--- src/hdl/calp_pkg.sv ---
// Shared types and constants for the calibrated line position block.
`default_nettype none
package calp_pkg;

  localparam int OP_W    = 2;
  localparam int CH_W    = 4;
  localparam int RAW_W   = 10;
  localparam int VALUE_W = 10;
  localparam int POS_W   = 14;
  localparam int VSUM_W  = 14;
  localparam int WSUM_W  = 28;

  localparam logic [OP_W-1:0] OP_CALIBRATE = 2'd0;
  localparam logic [OP_W-1:0] OP_MEASURE   = 2'd1;
  localparam logic [OP_W-1:0] OP_RESET     = 2'd2;

  localparam logic [VALUE_W-1:0] FULL_SCALE      = 10'd1000;
  localparam logic [VALUE_W-1:0] THRESHOLD_RESET = 10'd50;
  localparam logic [POS_W-1:0]   POSITION_RESET  = 14'd3500;

  typedef enum logic [6:0] {
    S_IDLE = 7'b0000001,
    S_READ = 7'b0000010,
    S_MUL  = 7'b0000100,
    S_DIV  = 7'b0001000,
    S_ACC  = 7'b0010000,
    S_END  = 7'b0100000,
    S_OUT  = 7'b1000000
  } state_t;

endpackage
`default_nettype wire

--- src/hdl/calibrated_line_position.sv ---
// Top level: per-channel calibration memory, serial divider and line position accumulator.
//
//  channel   direction  handshake               payload
//  in        sink       in_valid / in_ready     operation, channel, raw_sample, last_channel
//  out       source     out_valid / out_ready   calibrated_value, position, position_valid, on_line
//  cfg       sink       cfg_write               cfg_data (line_threshold)
//
// One request at a time. Calibrate goes through S_READ; channel reset is done in S_IDLE.
// Measure goes through the shared restoring divider (10 steps), and bypasses it when the
// sample is at or outside the calibrated range or the range is empty.
// A scan end with the line seen adds the 28-step position division.
// Reset clears the per-channel valid bits at once; no clearing pass is needed.
// A finished result waits in the output register; the next request is taken meanwhile
// and stalls only when it has its own result ready and out_ready is still low.
`default_nettype none
module calibrated_line_position #(
  parameter int CHANNELS   = 16,
  parameter int SAMPLE_MAX = 1023
) (
  input  logic                          clk,
  input  logic                          rst,
  input  logic                          in_valid,
  output logic                          in_ready,
  input  logic [calp_pkg::OP_W-1:0]     operation,
  input  logic [calp_pkg::CH_W-1:0]     channel,
  input  logic [calp_pkg::RAW_W-1:0]    raw_sample,
  input  logic                          last_channel,
  output logic                          out_valid,
  input  logic                          out_ready,
  output logic [calp_pkg::VALUE_W-1:0]  calibrated_value,
  output logic [calp_pkg::POS_W-1:0]    position,
  output logic                          position_valid,
  output logic                          on_line,
  input  logic                          cfg_write,
  input  logic [calp_pkg::VALUE_W-1:0]  cfg_data
);
  import calp_pkg::*;

  localparam int SW    = $clog2(SAMPLE_MAX + 1);
  localparam int CW    = (SW > RAW_W) ? SW : RAW_W;
  localparam int IW    = (CHANNELS > 1) ? $clog2(CHANNELS) : 1;
  localparam int NUM_W = SW + VALUE_W;
  localparam int DVW   = WSUM_W;
  localparam int DSW   = (VSUM_W > SW) ? VSUM_W : SW;
  localparam int CNT_W = $clog2(DVW + 1);

  state_t state;

  logic [VALUE_W-1:0] line_threshold;

  // calibration store: {minimum, maximum}; an entry not valid reads as the reset pair
  logic [2*SW-1:0]     cal_mem [CHANNELS];
  logic [CHANNELS-1:0] cal_valid;
  logic [2*SW-1:0]     rd_entry;
  logic                rd_valid;

  logic [OP_W-1:0]  item_op;
  logic [IW-1:0]    item_idx;
  logic [CH_W-1:0]  item_ch;
  logic [SW-1:0]    item_raw;
  logic             item_last;

  logic [VALUE_W-1:0] val;
  logic [NUM_W-1:0]   scaled_num;

  logic [DSW-1:0]     div_rem;
  logic [DVW-1:0]     div_q;
  logic [DSW-1:0]     div_d;
  logic [CNT_W-1:0]   div_cnt;
  logic               div_pos;

  logic [WSUM_W-1:0]  weighted_sum;
  logic [VSUM_W-1:0]  value_sum;
  logic               line_seen;
  logic [POS_W-1:0]   held_position;

  logic [IW-1:0]      in_idx;
  logic               in_take;
  logic               in_used;
  logic [CW-1:0]      raw_w;
  logic [SW-1:0]      raw_c;
  logic [SW-1:0]      lo;
  logic [SW-1:0]      hi;
  logic [DSW:0]       rem_sh;
  logic               rem_ge;
  logic [CH_W+VALUE_W-1:0] val_ch;
  logic [WSUM_W-1:0]  weighted_scaled;
  logic               out_free;

  assign in_ready = (state == S_IDLE);
  assign in_take  = in_valid && in_ready;
  assign in_idx   = channel[IW-1:0];
  assign in_used  = ({28'd0, channel} < 32'(CHANNELS)) &&
                    ((operation == OP_CALIBRATE) || (operation == OP_MEASURE) ||
                     (operation == OP_RESET));
  assign out_free = !out_valid || out_ready;

  always_comb begin
    raw_w = CW'(raw_sample);
    if (raw_w > CW'(SAMPLE_MAX)) begin
      raw_w = CW'(SAMPLE_MAX);
    end
    raw_c = raw_w[SW-1:0];
  end

  always_comb begin
    if (rd_valid) begin
      lo = rd_entry[2*SW-1:SW];
      hi = rd_entry[SW-1:0];
    end else begin
      lo = SW'(SAMPLE_MAX);
      hi = '0;
    end
  end

  // one restoring division step
  assign rem_sh = {div_rem, div_q[DVW-1]};
  assign rem_ge = (rem_sh >= {1'b0, div_d});

  assign val_ch          = val * item_ch;
  assign weighted_scaled = weighted_sum * WSUM_W'(FULL_SCALE);

  always_ff @(posedge clk) begin
    rd_entry <= cal_mem[in_idx];
    rd_valid <= cal_valid[in_idx];
    if (state == S_READ && item_op == OP_CALIBRATE) begin
      cal_mem[item_idx] <= {((item_raw < lo) ? item_raw : lo),
                            ((item_raw > hi) ? item_raw : hi)};
    end
  end

  always_ff @(posedge clk) begin
    if (rst) begin
      line_threshold <= THRESHOLD_RESET;
    end else if (cfg_write) begin
      line_threshold <= cfg_data;
    end
  end

  always_ff @(posedge clk) begin
    if (rst) begin
      state          <= S_IDLE;
      cal_valid      <= '0;
      weighted_sum   <= '0;
      value_sum      <= '0;
      line_seen      <= 1'b0;
      held_position  <= POSITION_RESET;
      out_valid      <= 1'b0;
    end else begin
      // in S_OUT the output register is refilled instead
      if (out_valid && out_ready && state != S_OUT) begin
        out_valid <= 1'b0;
      end
      case (state)
        S_IDLE: begin
          if (in_take && in_used) begin
            item_op   <= operation;
            item_idx  <= in_idx;
            item_ch   <= channel;
            item_raw  <= raw_c;
            item_last <= last_channel;
            if (operation == OP_RESET) begin
              cal_valid[in_idx] <= 1'b0;
            end else begin
              state <= S_READ;
            end
          end
        end
        S_READ: begin
          if (item_op == OP_CALIBRATE) begin
            cal_valid[item_idx] <= 1'b1;
            state <= S_IDLE;
          end else if (hi <= lo || item_raw <= lo) begin
            val   <= '0;
            state <= S_ACC;
          end else if (item_raw >= hi) begin
            val   <= FULL_SCALE;
            state <= S_ACC;
          end else begin
            scaled_num <= (item_raw - lo) * NUM_W'(FULL_SCALE);
            div_d      <= DSW'(hi - lo);
            state      <= S_MUL;
          end
        end
        S_MUL: begin
          // quotient is below 1000 here, so only its low VALUE_W bits need steps
          div_rem <= DSW'(scaled_num[NUM_W-1:VALUE_W]);
          div_q   <= {scaled_num[VALUE_W-1:0], {(DVW-VALUE_W){1'b0}}};
          div_cnt <= CNT_W'(VALUE_W);
          div_pos <= 1'b0;
          state   <= S_DIV;
        end
        S_DIV: begin
          if (rem_ge) begin
            div_rem <= DSW'(rem_sh - {1'b0, div_d});
          end else begin
            div_rem <= rem_sh[DSW-1:0];
          end
          div_q   <= {div_q[DVW-2:0], rem_ge};
          div_cnt <= div_cnt - 1'b1;
          if (div_cnt == CNT_W'(1)) begin
            if (div_pos) begin
              held_position <= {div_q[POS_W-2:0], rem_ge};
              state         <= S_OUT;
            end else begin
              val   <= {div_q[VALUE_W-2:0], rem_ge};
              state <= S_ACC;
            end
          end
        end
        S_ACC: begin
          if (val > line_threshold) begin
            line_seen    <= 1'b1;
            value_sum    <= value_sum + VSUM_W'(val);
            weighted_sum <= weighted_sum + WSUM_W'(val_ch);
          end
          state <= S_END;
        end
        S_END: begin
          // weighted_sum holds the sum of value*channel; the x1000 is applied once here
          if (item_last && line_seen && value_sum != '0) begin
            div_rem <= '0;
            div_q   <= weighted_scaled;
            div_d   <= DSW'(value_sum);
            div_cnt <= CNT_W'(DVW);
            div_pos <= 1'b1;
            state   <= S_DIV;
          end else begin
            state <= S_OUT;
          end
        end
        S_OUT: begin
          if (out_free) begin
            out_valid        <= 1'b1;
            calibrated_value <= val;
            position_valid   <= item_last;
            on_line          <= item_last && line_seen;
            position         <= item_last ? held_position : '0;
            if (item_last) begin
              weighted_sum <= '0;
              value_sum    <= '0;
              line_seen    <= 1'b0;
            end
            state <= S_IDLE;
          end
        end
        default: begin
          state <= S_IDLE;
        end
      endcase
    end
  end

endmodule
`default_nettype wire

--- config.mk ---
export PLATFORM = sky130hd
export DESIGN_NAME = calibrated_line_position
export DESIGN_NICKNAME = d
export VERILOG_FILES = /design/src/hdl/calp_pkg.sv /design/src/hdl/calibrated_line_position.sv
export SDC_FILE = /design/constraint.sdc
export NUM_CORES = 1
export LEC_CHECK = 0
export BUFFER_PORTS_ARGS = -buffer_cell sky130_fd_sc_hd__buf_2
export CAP_MARGIN = 25
export CORE_ASPECT_RATIO = 0.6
export CORE_MARGIN = 2
export CORE_UTILIZATION = 64
export CTS_CLUSTER_SIZE = 12
export DETAILED_ROUTE_END_ITERATION = 16
export PLACE_DENSITY_LB_ADDON = 0.25
export SKIP_CTS_REPAIR_TIMING = 1
export SYNTH_ARGS = -nofsm -noshare
export SYNTH_HDL_FRONTEND = slang
export SYNTH_SLANG_ARGS = --single-unit
--- constraint.sdc ---
create_clock -name clk -period 7 [get_ports clk]
set_clock_uncertainty 0.1 [all_clocks]
set_input_delay 0.7 -clock clk [delete_from_list [all_inputs] [get_ports clk]]
set_output_delay 0.7 -clock clk [all_outputs]
set_load 0.005 [all_outputs]
* Yosys cells after proc, flatten, opt, wreduce, memory -nomap -nowiden *
Memory sizes are Yosys's and may differ from the RTL's. A register that Yosys moved wholly into a read port is not among the register bits.
Index checks and enable logic that the tools add are counted.

word-level totals
  bits in writable memories = 320
  output and inout port bits = 28
  register bits = 224
  input port bits = 32
  memories kept = 1
  logic and storage cells = 173

memory list
  name     words  bits a word  read ports  clocked after Yosys merged registers in  wr ports  RTL line                        RTL
  cal_mem  16     20           1           1                                        1         calibrated_line_position.sv:52  logic [2*SW-1:0] cal_mem [CHANNELS];

operators by class
  $add $sub $neg = 6
  magnitude comparators = 12
  equality and inequality tests = 25
  bitwise operators = 7
  multiplexer cells = 61
  reductions and logical operators = 34
  $mul = 3

operators by type and width
  operator                 number
  $mux W14                 9
  $mux W28                 4
  $mux W10                 9
  $pmux W28 S3             1
  $pmux W14 S2             2
  $pmux W28 S2             1
  $pmux W7 S7              1
  $mux W16                 3
  $mux W7                  6
  $pmux W14 S3             1
  $pmux W16 S2             1
  $add A28 B14 Y28         1
  $mul A28 B7 Y25 const B  1
  $sub A10 B10 Y11         2
  $gt A10 B10 Y1           2
  $le A10 B10 Y1           2
  $mul A20 B7 Y17 const B  1
  $mux W5                  4
  $ne A2 B2 Y1 const B     10
  $pmux W10 S2             1
  $and A16 B16 Y16         1
  $not A16 Y16             1
  $or A16 B16 Y16          1
  $ge A15 B14 Y1           1
  39 further kinds         82

* Depth between registers and ports, before layout *
Gate-level depths: netlist (run 1).

  depth in word-level cells = 9
  depth in mapped cells = 27
  depth with buffers taken out = 25

* Least setup slack after synthesis (run 1) *
No wires, ideal clock.

  path type = register to register
  from = register rd_valid
  to = register scaled_num[19] (data pin)
  period minus slack after synthesis = 6.011 ns
  slack = 0.989 ns
  setup time = 0.260 ns
  required time = 6.640 ns
  arrival time = 5.651 ns
  path buffers = 2
  stages on the path, launching flop included = 27
  path through = dfxtp_1 -> buf_2 -> clkbuf_1 -> nand2b_1 -> ha_1 -> nor4b_1 -> a31o_1 -> o211ai_1 -> nand4b_1 -> xor2_1 -> inv_1 -> xnor2_1 -> ha_1 -> inv_1 -> fa_1 -> inv_1 -> fa_1 -> inv_1 -> fa_1 -> inv_1 -> ha_1 -> and3_1 -> nand3_1 -> and4_1 -> or3_1 -> o21ai_0 -> xnor2_1

between the ends
  word-level cells in the longest chain between the ends = 3

ends and longest elaborated chain
  item                      RTL line                         RTL
  start: declaration        calibrated_line_position.sv:55   logic rd_valid;
  start signal: assignment  calibrated_line_position.sv:125  rd_valid <= cal_valid[in_idx];
  $mux W10                  calibrated_line_position.sv:107  if (rd_valid) begin
  $sub A10 B10 Y11          calibrated_line_position.sv:180  scaled_num <= (item_raw - lo) * NUM_W'(FULL_SCALE);
  $mul A20 B7 Y17           calibrated_line_position.sv:180
  end signal: assignment    calibrated_line_position.sv:180
  end: declaration          calibrated_line_position.sv:64   logic [NUM_W-1:0] scaled_num;

Every way passes these cells.
A chain may end at the register's enable or synchronous reset.

* Final worst setup path (run 1) *
Ends and elaborated chain as after synthesis.

==> results.yml, run 1 <==
timing:
  finalSetupTns_ns: 0
  rsz0062_at_grt: "no"
  tightest_slew_ns: 1.01
  fmax_mhz: 154
  fin_crit_sh_pct: 92.6
  final-setup-viol-count: 0
  hold_viol: 0
  setup_ws_ns: 0.515
  fin_crit_ns: 6.49
  drv_slew: 0
  holdWs_ns: 0.163
  slew_headroom_pct: 32.0
pwr:
  p_per_area_nw_per_um2: 232
  power_leakage_nw: 13.1
  ir_drop_v: 0.000236
routing:
  initialDrtViolationCount: 2603
  vias: 19968
  drt_pre_antenna_iters: 6
  post_drt_wl_per_cell_um: 23.4
  wirelength_um: 75000
  ant_nets: 0
  drt_drc_violations_left: 0
  viasPerCell: 6.23
setup_path:
  crit_type: "reg2reg"
  crit_fanout: 27
  startpoint: "rd_valid"
  r2r-end: "scaled_num[19]"
  r2r_cells: 25
  worstPathRequired_ns: 7.24
  cp-endpoint: "scaled_num[19]"
  rrSetupSlack_ns: 0.51
  arrival_ns: 6.72
  reg2reg_from: "rd_valid"
  critPathCaptureType: "flop"
  start_kind: "flop"
yosys:
  synth.avg_cell_area_um2: 12.6
  ys_ff_latch: 561
  synth_ff_type: "edfxtp_1"
  synth_edf_count: 452
  syn-cell-area_um2: 30800
  yosysUniqueCellTypes: 92
  ys.warnings.count: 0
  postSynthCellCount: 2448
  synthArstFlopShare_pct: 0
  synth_nets: 2780
  seq_area_frac_synth_pct: 51.2
placed_design:
  routabilityCongestion: 0.918
  dp_worst_setup_slack_ns: 0.597
  numPortBuffers: 59
  hpwl_um: 52000
global_route:
  use_met3_pct: 8.40
  grt_max_degree: 54
  grt.met2_usage_pct: 41.7
  track_usage_pct: 30.8
  overflow: 0
  antenna_found_initial: 0
  grt_pass1_wl_um: 116000
  first_global_vias: 19618
  top_usage_layer: "met1"
  gr-usage-met1_pct: 49.8
outcome:
  outcome: "finished, final reports clean"
die:
  rows: 62
  start_util_pct: 64.7
  core_um2: 47600
  die_area_um2: 49900
  fp.dieW_um: 287
  io_pins: 60
  dieHeight_um: 174
worst_hold_path:
  hold_path_class: "in2reg"
clocking:
  root_buffer: "clkbuf_16"
  cts_max_level: 2
  cts_buffers: 55
  insertion_delay_ns: 0.63
  clk_pin_slew_ns: 0.06
  cts_num_sinks: 561
  cts_tree: "built"
  cts_max_path_buffers: 3
layout:
  antenna_cells: 0
  areaGrowthSynthToFinish_pct: 9.21
  final.fill_count: 3234
  final_nets: 2851
  drive_gt1_share_pct: 12.4
run:
  maxCapViolations: 0
[synthesized netlist by cell type (4+ instances only)]
library cell,n,area [um2]
a2111oi_0,4,35.0
a211oi_1,7,52.6
a21boi_0,4,30.0
a21o_1,33,248
a21oi_1,125,626
a221o_1,4,40.0
a22oi_1,7,52.6
a31oi_1,10,62.6
and2_1,38,238
and3_1,14,87.6
and4_1,4,35.0
buf_1,14,52.6
buf_2,9,45.0
clkbuf_1,69,259
dfxtp_1,109,2180
edfxtp_1,452,13600
fa_1,134,2680
ha_1,166,2080
inv_1,290,1090
mux2_2,6,67.6
mux2i_1,16,160
mux4_2,105,2360
nand2_1,200,751
nand2b_1,18,113
nand3_1,69,345
nand3b_1,7,52.6
nand4_1,12,75.1
nor2_1,109,409
nor2b_1,21,131
nor3_1,28,140
nor3b_1,5,37.5
nor4_1,6,37.5
o211ai_1,10,75.1
o21a_1,10,75.1
o21ai_0,101,505
o21ai_1,17,85.1
o21bai_1,8,60.1
o31ai_1,12,90.1
or2_2,4,25.0
or3_1,16,100
or4_1,5,37.5
xnor2_1,58,508
xor2_1,37,324
[cell families after synthesis]
kind of cell               Yosys count  share of synthesized area [%]
xor gates and xnor gates            97                           2.81
muxes                              129                           8.49
AOI/OAI and AO/OA                  402                           8.31
DFF                                561                           51.2
and+or+nand+nor                    572                           8.96
adders and majority gates          303                           15.6
buffers and inverters              384                           4.72
[critical path, stage by stage, from the launching register on]
cell and delay (ns):
dfxtp_1 0.33, buf_4 0.28, nand2b_1 0.15, ha_1 0.25, nor4b_1 0.29, a31o_1 0.18, o211ai_1 0.10, nand4b_1 0.21
xor2_1 0.44, inv_1 0.17, xnor2_1 0.18, ha_1 0.28, inv_1 0.05, fa_1 0.49, inv_1 0.05, fa_1 0.49
inv_1 0.06, fa_1 0.51, inv_1 0.05, ha_1 0.37, and3_1 0.18, nand3_1 0.10, and4_1 0.17, or3_1 0.40
o21ai_0 0.21, xnor2_1 0.08
[report_power, final]
| part | internal, mW | switching, mW |
|---|---|---|
| Sequential | 3.67 | 0.0313 |
| Clock | 1.55 | 1.27 |
| Combinational | 0.570 | 0.717 |
| Total | 5.78 | 2.01 |
[metal layers]
metal | vias to the layer above | share of wire [%]
met2 | 1020 | 41
met1 | 9918 | 45
met3 | 100 | 12
met5 | - | 0
met4 | 0 | 1.8
li1 | 8930 | -
[flip-flops by register name, summed over array words and instances, names as in the netlist, 14 cells and up]
signal,flops
cal_mem,320
div_q,28
weighted_sum,25
rd_entry,20
scaled_num,17
cal_valid,16
div_d,14
div_rem,14
held_position,14
position,14
value_sum,14
[per-stage QoR]
stage                     util (%)  total power, mW  instances  cell area [um2]
after floorplan                  -             4.75       2448            30800
after global placement        66.9             4.98       3094            31900
after detailed placement      66.9             5.03       3096            31900
after CTS                     70.5             7.81       3200            33600
after global routing          70.6             8.11       3206            33600
final                         70.6             7.80       3206            33600
[cell type report]
cell class,instances,area (um2),share of cell area [%]
multi-input combinational,1503,13600,40.5
sequential,561,15800,46.8
clock inverter,12,145,0.432
inverter,292,1100,3.26
clock buffer,92,1550,4.60
tap,640,801,2.38
timing repair buffer,106,676,2.01
[placed cells by master, fill, tap and decap left out, drive strengths merged, types with 18 or more instances in the layout]
| cell type | netlist | layout |
|---|---|---|
| mux4 | 105 | 105 |
| buf | 23 | 105 |
| edfxtp | 452 | 452 |
| xor2 | 37 | 37 |
| nand3 | 70 | 70 |
| xnor2 | 60 | 60 |
| fa | 134 | 134 |
| nand2b | 18 | 18 |
| nor2b | 22 | 22 |
| ha | 166 | 166 |
| nand2 | 200 | 200 |
| clkbuf | 69 | 93 |
| a21oi | 125 | 125 |
| nor2 | 110 | 110 |
| inv | 292 | 292 |
| a21o | 33 | 33 |
| and2 | 38 | 38 |
| o21ai | 119 | 119 |
| nor3 | 28 | 28 |
| dfxtp | 109 | 109 |
[worst min path at each step]
stage / from / endpoint / slack [ns] / cells after the start
final: raw_sample[1] / item_raw[1] / 0.16 / 1
after global routing: raw_sample[1] / item_raw[1] / 0.13 / 1
after CTS: raw_sample[1] / item_raw[1] / 0.14 / 1
after detailed placement: held_position[5] / held_position[5] / 0.35 / 2
after global placement: held_position[4] / held_position[4] / 0.34 / 2
after floorplan: line_seen / line_seen / 0.33 / 2
(Power assumes the default switching activity.)
==> inputs of run 2 (changes only) <==
--- a/config.mk
+++ b/config.mk
@@ -9,7 +9,7 @@
 export CAP_MARGIN = 25
 export CORE_ASPECT_RATIO = 0.6
 export CORE_MARGIN = 2
-export CORE_UTILIZATION = 64
+export CORE_UTILIZATION = 58
 export CTS_CLUSTER_SIZE = 12
 export DETAILED_ROUTE_END_ITERATION = 16
 export PLACE_DENSITY_LB_ADDON = 0.25
@@ -17,3 +17,4 @@
 export SYNTH_ARGS = -nofsm -noshare
 export SYNTH_HDL_FRONTEND = slang
 export SYNTH_SLANG_ARGS = --single-unit
+export TNS_END_PERCENT = 10
==> constraint.sdc (replaced) <==
create_clock -name clk -period 5.8 [get_ports clk]
set_clock_uncertainty 0.1 [all_clocks]
set_input_delay 0.58 -clock clk [delete_from_list [all_inputs] [get_ports clk]]
set_output_delay 0.58 -clock clk [all_outputs]
set_load 0.005 [all_outputs]
==> run 2 against run 1 <==
Net effect: cell count up 3.8%; sequential share of layout area shrank 1.3 points; critical endpoint unchanged; first-iteration DRC count shrank 19%; critical path type unchanged.
==> results.yml, run 2 (synthesis gave the netlist of run 1 again) <==
global_route:
  grt_pass1_wl_um: 120000
  overflow: 0
  track_usage_pct: 29.1
  grt_max_degree: 68
  first_global_vias: 19882
  antenna_found_initial: 0
die:
  fp.dieW_um: 301
  start_util_pct: 58.6
  die_area_um2: 55000
  rows: 65
  dieHeight_um: 182
  io_pins: 60
  core_um2: 52500
setup_path:
  cp_top_family: "adder cells"
  startpoint: "item_raw[0]"
  worstPathRequired_ns: 6.04
  crit_type: "reg2reg"
  critPathSlowestCell: "fa_1"
  slowest_delay_ns: 0.50
  arrival_ns: 5.94
  crit_path_frequent_cell: "inv_2"
  crit_fanout: 4
  path_buf_inv: 7
  start_kind: "flop"
  reg2reg_from: "item_raw[0]"
  critPathCaptureType: "flop"
worst_hold_path:
  hold_path_class: "in2reg"
  worstHoldStart: "last_channel"
placed_design:
  numPortBuffers: 59
  routabilityCongestion: 0.933
  hpwl_um: 55500
  dp.cells: 3207
  dp_worst_setup_slack_ns: -0.164
layout:
  final_cells: 3329
  final_common_cell: "edfxtp_1"
  regMostFlops: "cal_mem"
  antenna_cells: 0
  largest_reg_flops: 320
  layout_common_cells: "452 x edfxtp_1, 286 x inv_1, 199 x nand2_1"
  reg.largest.list: "cal_mem x320, div_q x28, weighted_sum x25"
  final.fill_count: 3876
  drive_gt1_share_pct: 16.1
  final_nets: 2911
  areaGrowthSynthToFinish_pct: 12.3
routing:
  drt_drc_violations_left: 0
  viasPerCell: 6.09
  wirelength_um: 78600
  initialDrtViolationCount: 2116
  vias: 20281
  ant_nets: 0
  drt_pre_antenna_iters: 6
  post_drt_wl_per_cell_um: 23.6
timing:
  final-setup-viol-count: 0
  hold_viol: 0
  tightest_slew_ns: 1.02
  setup_ws_ns: 0.103
  slew_headroom_pct: 32.3
  drv_slew: 0
  holdWs_ns: 0.0710
  fin_crit_sh_pct: 98.2
  rsz0062_at_grt: "yes"
  fmax_mhz: 176
  fin_crit_ns: 5.70
clocking:
  cts_tree: "built"
  cts_num_sinks: 561
  cts_max_level: 2
  cts_buffers: 55
  root_buffer: "clkbuf_16"
  insertion_delay_ns: 0.62
  cts_max_path_buffers: 3
  clk_pin_slew_ns: 0.07
outcome:
  outcome: "finished, final reports clean"
pwr:
  power_leakage_nw: 13.4
  p_per_area_nw_per_um2: 281
  ir_drop_v: 0.000262
run:
  maxCapViolations: 0
## run 2: cell count changes in the layout (fill, tap and decap cells not counted), moves of 3 or more
cell / before / now
ha_4: 0 / 7
xnor2_1: 58 / 54
xor2_2: 0 / 3
buf_4: 46 / 103
inv_2: 2 / 6
ha_1: 166 / 156
o21ai_2: 1 / 5
o21ai_0: 100 / 96
xor2_1: 37 / 34
inv_1: 290 / 286
ha_2: 0 / 3
## run 2: report_power, final
part	internal [mW]	total, mW	switching (mW)
combinational	0.821	1.77	0.954
clock	1.92	3.47	1.56
sequential	4.42	4.46	0.0353
## run 2: layout make-up
cell class                      instances  area, um2  area share, %
Timing Repair Buffer                  166       1170           3.37
Multi-Input combinational cell       1503      14000           40.4
Tap cell                              703        880           2.54
Clock buffer                           94       1590           4.58
Inverter                              292       1100           3.17
Sequential cell                       561      15800           45.6
Clock inverter                         10        143          0.412
## run 2: path summary, 6_finish.rpt
kind | cells past startpoint | end | slack, ns
worst max-delay path | 26 | scaled_num[19] | 0.10
worst min-delay path | 1 | item_last | 0.07
worst max register to register | 26 | scaled_num[19] | 0.10
worst min register to register | 2 | held_position[12] | 0.35
## run 2: layer usage
layer	part of all wire, %	up-vias	track usage, %
li1	-	9039	-
met3	12	99	7.99
met4	1.6	0	5.31
met2	41	1006	39.2
met5	0	-	0
met1	45	10137	47.2
## run 2: worst register-to-register path, delay by kind of cell (launching register included)
family / cells / cell delay (ns)
adders and majority gates: 6 / 2.05
DFF: 1 / 0.41
xor gates and xnor gates: 1 / 0.08
and+or+nand+nor: 6 / 1.05
buffers and inverters: 7 / 0.58
AOI/OAI and AO/OA: 6 / 1.17
## run 2: per-stage QoR
stage	power [mW]	util, %	TNS (ns)	instance area (um2)
floorplan	5.75	-	0	30800
global placement	6.10	61.5	-0.0126	32300
CTS	9.61	64.9	-0.347	34100
finish	9.71	65.8	0	34600
global route	10.1	65.8	-0.151	34600
detailed placement	6.17	61.7	-0.221	32400
